<file path="config.mk">
export PLATFORM = sky130hd
export DESIGN_NAME = sr_stat_ctrl
export DESIGN_NICKNAME = d
export VERILOG_FILES = /design/src/rtl/core/sr_stat_pkg.sv /design/src/rtl/core/sr_stat_ctrl.sv
export SDC_FILE = /design/constraint.sdc
export NUM_CORES = 1
export LEC_CHECK = 0
export BUFFER_PORTS_ARGS = -buffer_cell sky130_fd_sc_hd__buf_2
export CORE_AREA = 2 2 39 41
export DETAILED_ROUTE_END_ITERATION = 6
export DIE_AREA = 0 0 41 43
export HOLD_SLACK_MARGIN = 0.12
export RECOVER_POWER = 50
export SLEW_MARGIN = 40
export SYNTH_ARGS = -nofsm -noshare
export SYNTH_HDL_FRONTEND = slang
export SYNTH_SLANG_ARGS = --single-unit
</file>
<file path="constraint.sdc">
create_clock -name clk_i -period 1.3 [get_ports clk_i]
set_clock_uncertainty 0.2 [all_clocks]
set_input_delay 0 -clock clk_i [delete_from_list [all_inputs] [get_ports clk_i]]
set_output_delay 0 -clock clk_i [all_outputs]
set_load 0.02 [all_outputs]
</file>
<file path="src/rtl/core/sr_stat_pkg.sv">
// Package for the per-user scheduling request statistics table.
// Holds request/report types, table entry type, FSM states and control bundles.
// No dependencies.
`default_nettype none

package sr_stat_pkg;

  localparam int unsigned KEY_W   = 16;
  localparam int unsigned CNT_W   = 32;
  localparam int unsigned SUM_W   = 40;
  localparam int unsigned MEAN_W  = 15;
  localparam int unsigned RESID_W = 4;
  localparam int unsigned STEP_W  = 4;
  localparam int unsigned PROD_W  = SUM_W + 7;

  localparam logic [CNT_W-1:0]   COUNT_MAX   = '1;
  localparam logic [CNT_W-1:0]   REPORT_STEP = 32'd10;
  localparam logic [6:0]         SCALE       = 7'd100;
  localparam logic [RESID_W-1:0] RESID_LAST  = 4'd9;
  // Quotient never exceeds 25500, so 15 restoring steps cover it.
  localparam logic [STEP_W-1:0]  DIV_LAST    = 4'd14;

  typedef struct packed {
    logic [15:0] user_id;
    logic [9:0]  frame_number;
    logic [7:0]  slot_number;
    logic [7:0]  link_quality;
    logic [63:0] time_stamp;
  } req_t;

  typedef struct packed {
    logic [63:0]       time_stamp_out;
    logic [15:0]       user_id_out;
    logic [9:0]        frame_out;
    logic [7:0]        slot_out;
    logic [7:0]        quality_out;
    logic [CNT_W-1:0]  request_count;
    logic [MEAN_W-1:0] mean_quality_x100;
  } rpt_t;

  // One table row; resid tracks count modulo ten.
  typedef struct packed {
    logic [KEY_W-1:0]   key;
    logic [CNT_W-1:0]   count;
    logic [SUM_W-1:0]   sum;
    logic [RESID_W-1:0] resid;
  } entry_t;

  typedef enum logic [2:0] {
    ST_IDLE,
    ST_READ,
    ST_CMP,
    ST_MISS,
    ST_HIT,
    ST_MUL,
    ST_DIV,
    ST_EMIT
  } state_e;

  typedef struct packed {
    logic capture;
    logic rd;
    logic next_addr;
    logic ins;
    logic upd;
    logic mul_load;
    logic div_step;
    logic emit;
  } cmd_t;

  typedef struct packed {
    logic fill_zero;
    logic key_match;
    logic last_entry;
    logic report;
    logic div_done;
    logic out_free;
  } status_t;

endpackage

`default_nettype wire

</file>
<file path="src/rtl/core/sr_stat_ctrl.sv">
// Controller FSM for the scheduling request statistics table.
// Sequences scan, insert/update, divide and report. Depends on sr_stat_pkg.
`default_nettype none

module sr_stat_ctrl (
  input  wire                  clk_i,
  input  wire                  rst_ni,
  input  wire                  in_valid_i,
  output logic                 in_stall_o,
  input  sr_stat_pkg::status_t status_i,
  output sr_stat_pkg::cmd_t    cmd_o
);
  import sr_stat_pkg::*;

  state_e state_q, state_d;

  always_ff @(posedge clk_i or negedge rst_ni) begin
    if (!rst_ni) begin
      state_q <= ST_IDLE;
    end else begin
      state_q <= state_d;
    end
  end

  always_comb begin
    state_d = state_q;
    case (state_q)
      ST_IDLE: begin
        if (in_valid_i) begin
          state_d = status_i.fill_zero ? ST_MISS : ST_READ;
        end
      end
      ST_READ: state_d = ST_CMP;
      ST_CMP: begin
        if (status_i.key_match) begin
          state_d = ST_HIT;
        end else if (status_i.last_entry) begin
          state_d = ST_MISS;
        end else begin
          state_d = ST_READ;
        end
      end
      ST_MISS: state_d = ST_EMIT;
      ST_HIT:  state_d = status_i.report ? ST_MUL : ST_IDLE;
      ST_MUL:  state_d = ST_DIV;
      ST_DIV: begin
        if (status_i.div_done) begin
          state_d = ST_EMIT;
        end
      end
      ST_EMIT: begin
        if (status_i.out_free) begin
          state_d = ST_IDLE;
        end
      end
      default: state_d = ST_IDLE;
    endcase
  end

  always_comb begin
    cmd_o      = '0;
    in_stall_o = 1'b1;
    case (state_q)
      ST_IDLE: begin
        in_stall_o    = 1'b0;
        cmd_o.capture = in_valid_i;
      end
      ST_READ: cmd_o.rd = 1'b1;
      ST_CMP:  cmd_o.next_addr = !status_i.key_match && !status_i.last_entry;
      ST_MISS: cmd_o.ins = 1'b1;
      ST_HIT:  cmd_o.upd = 1'b1;
      ST_MUL:  cmd_o.mul_load = 1'b1;
      ST_DIV:  cmd_o.div_step = 1'b1;
      ST_EMIT: cmd_o.emit = status_i.out_free;
      default: cmd_o = '0;
    endcase
  end

endmodule

`default_nettype wire

</file>
; Yosys cells after proc, flatten, opt, wreduce, memory -nomap -nowiden
; Index checks and enable logic that the tools add are counted.
[totals]
wordCells = 33
in_bits = 9
register_bits = 3
[op_classes]
n_mux = 17
n_reduce_logical = 5
n_eq_ne = 10
[op_table]
columns = cell, n
row1 = $pmux 3 s8, 1
row2 = $mux 3, 5
row3 = $eq 3x3->1 const B, 4
row4 = $mux 1, 9
row5 = $eq 3x2->1 const B, 2
row6 = $ne 2x2->1 const B, 3
row7 = $mux 2, 2
row8 = $eq 3x1->1 const B, 1
row9 = $logic_not 3->1, 1
row10 = $reduce_and 3->1, 1
row11 = $logic_not 1->1, 2
row12 = $logic_and 1x1->1, 1

; Longest topological paths before layout
[depth]
ltp_word = 3
mapped_depth = 5
ltp_nobuf = 4

; Worst setup path before layout
; No wires, ideal clock.
[synth_timing]
path_kind = reg2out
startpoint = reg state_q[2]
endpoint = out cmd_o[5] in the netlist's numbering
arrival_time_ns = 1.301
required_ns = 1.100
path_stages_with_launch = 3
setup_slack_ns = -0.201
cell_sequence = dfrtp_1 > clkbuf_1 > nor4_1
[synth_rtl]
columns = item, line
row1 = start: declaration, sr_stat_ctrl.sv:15  ; state_e state_q, state_d;
row2 = start signal: assignment, sr_stat_ctrl.sv:21  ; state_q <= state_d;
row3 = end: declaration, sr_stat_ctrl.sv:11  ; output sr_stat_pkg::cmd_t cmd_o

==> impl_metrics.yaml <==
routing:
  detail_route.iter0.violations: 7
  wl_um: 1120
  drc: 0
  antenna_left: 0
  vias_per_cell: 4.62
  wl_per_cell_um: 10.6
  vias: 490
  dr.pass1.iters: 4
power_and_ir_drop:
  powerDensity_nw_per_um2: 2280
  p_comb_frac: 0.811
  clkPwrFrac: 0.094
  power_frac_seq: 0.095
  vdd_ir_drop_max_mv: 1.05
  p_int_uw: 1060
  switchingPower_uw: 778
  p_leak_uw: 0.000381
  swShare: 0.422
  power.total_uw: 1840
setup_path:
  r2r_end: "state_q[1]"
  crit_fanout: 3
  required_ns: 1.10
  path_class: "reg2out"
  worstPathArrival_ns: 1.35
  critPathLaunchType: "flip-flop"
  reg2reg_depth: 5
  slowest_stage: "dfrtp_1"
  cpPeakStageDelay_ns: 0.40
  crit_chain: "or3_4 -> buf_6 -> nor2_4 -> buf_6"
  critical_path_buf_inv_count: 2
  reg2reg_from: "state_q[0]"
  cp_num_cells: 4
  path_delay_family: "simple AND/OR/NAND/NOR gates"
  cp-end-kind: "primary output"
  path_common_cell: "buf_6"
  ff2ff_setup_slack_ns: -0.23
global_route:
  grt_pass1_vias: 393
  grt_pass1_wl_um: 1540
  grt_max_degree: 15
  grt.overflow.total: 0
  antenna_found_initial: 0
  gr-usage-all-layers: 0.127
yosys:
  synth_area_um2: 294
  syn-num-nets: 53
  seq_area_frac_synth: 0.255
  yosysWarnings: 0
  ys_ff_latch: 3
  yosys.cell_types.count: 22
  synth.avg_cell_area_um2: 6.68
  netlist_instances: 44
outcome:
  failed_checks: "setup timing"
  outcome: "finished, violations left"
floorplanning:
  die_h_um: 43
  die_area_um2: 1760
  rows: 14
  start_util: 0.212
  ioPinCount: 18
  core_area_um2: 1380
  die_x_um: 41
final_layout:
  mostFrequentLayoutCells: "14 x buf_4, 12 x buf_6, 9 x dlygate4sd3_1, 9 x buf_2, 5 x nor2_1"
  largest_reg_flops: 3
  seq_area_um2: 75.1
  reg_top3: "state_q x3"
  largest-register: "state_q"
  syn_to_final_growth_pct: 174
  drive_gt1_frac: 0.611
  mostFrequentLayoutCell: "buf_4"
  fillers: 127
  design_area_um2: 807
  multi_input_area_um2: 267
  insertedDiodeCount: 0
  fin_nets: 100
  finalNonFillerCells: 106
sta:
  finalWorstSetupSlack_ns: -0.251
  worst_slew_pin_slew_ns: 0.291
  period_share: 1.19
  slew_headroom: 0.805
  fin_crit_ns: 1.55
  setup_violations: 12
  holdWs_ns: 0.444
  maxSlewViolCount: 0
  max_freq_mhz: 645
  finalHoldViolCount: 0
  rsz0062_at_grt: "true"
placed_design:
  placed_area_um2: 480
  hpwl_um: 604
  place_congestion: 0.763
  io_buffers: 17
  place_ws_ns: -0.121
  numPlacedInstances: 85
clocking:
  cts.sinks: 3
  clockRootBuffer: "clkbuf_4"
  cts_buffer_depth: 2
  cts_tree: "built"
  clk_pin_slew_ns: 0.04
  cts_made_buffers: 3
  cts_max_level: 1
  worstSkewPairLatency_ns: 0.24
flow_run:
  cap_violations: 0
worst_hold_path:
  hold_path_class: "in2async"
## layer usage
layer / GRT usage / vias up / share of wire
met5: 0 / - / 0
met4: 0.0600 / 0 / 0.020
met3: 0 / 2 / 0.050
met2: 0.225 / 15 / 0.52
met1: 0.145 / 229 / 0.41
li1: - / 244 / -
## how the worst max path moves through the flow
stage	from	endpoint	slack, ns
global placement	state_q[0]	state_q[1]	-0.10
CTS	state_q[0]	cmd_o[2]	-0.26
finish	state_q[0]	cmd_o[7]	-0.25
floorplan	state_q[0]	state_q[1]	-0.12
global route	state_q[0]	cmd_o[7]	-0.27
detailed placement	state_q[0]	state_q[1]	-0.12
## Yosys cell counts, drive strengths merged
master	count	share of area
dfrtp	3	0.26
nand3	1	0.017
o221ai	1	0.030
o21ai	1	0.017
or3	1	0.038
a311oi	1	0.030
inv	5	0.064
nor2	10	0.14
and3	1	0.021
clkbuf	2	0.026
nand2b	1	0.021
nor4	1	0.021
nor3	2	0.034
o31ai	1	0.026
nand2	4	0.051
mux2i	1	0.034
nor3b	1	0.026
a31oi	3	0.085
a21oi	3	0.051
buf	1	0.017
## final cells by class
type | count | area share
Clock buffer | 4 | 0.0326
Inverter | 5 | 0.0295
Multi-Input combinational cell | 33 | 0.330
Sequential cell | 3 | 0.0930
Tap cell | 16 | 0.0248
Timing Repair Buffer | 45 | 0.490
## tightest hold or removal path, delay by kind of cell
family	cells	cell delay, ns
buffers and inverters	3	1.23
## cell families after synthesis
group,count (synthesis),share of synthesized area
simple gates,22,0.366
compound gates,10,0.238
buf+inv,8,0.106
flops,3,0.255
mux,1,0.0340
## power groups by stage
stage / logic (µW) / registers, µW / clock network (µW)
after floorplan: 523 / 185 / 0
after global placement: 910 / 171 / 0
after detailed placement: 911 / 172 / 0
after CTS: 1190 / 173 / 171
after global routing: 1590 / 178 / 176
final: 1490 / 176 / 173
## timing repair
action / CTS / global route
hold buffers: 9 / 0
pin swaps: 3 / 5
setup buffers: 5 / 4
hold endpoints to repair: 7 / 0
endpoints found under the setup margin: 12 / 12
resized for setup: 19 / 23
## stage by stage
step	utilization	setup TNS (ns)
3_3_place_gp	0.347	-0.281
3_5_place_dp	0.347	-0.333
5_1_grt	0.583	-2.26
2_1_floorplan	-	-0.425
6_report	0.583	-1.99
4_1_cts	0.506	-2.33
No activity file was read; power rests on OpenSTA's default activity.
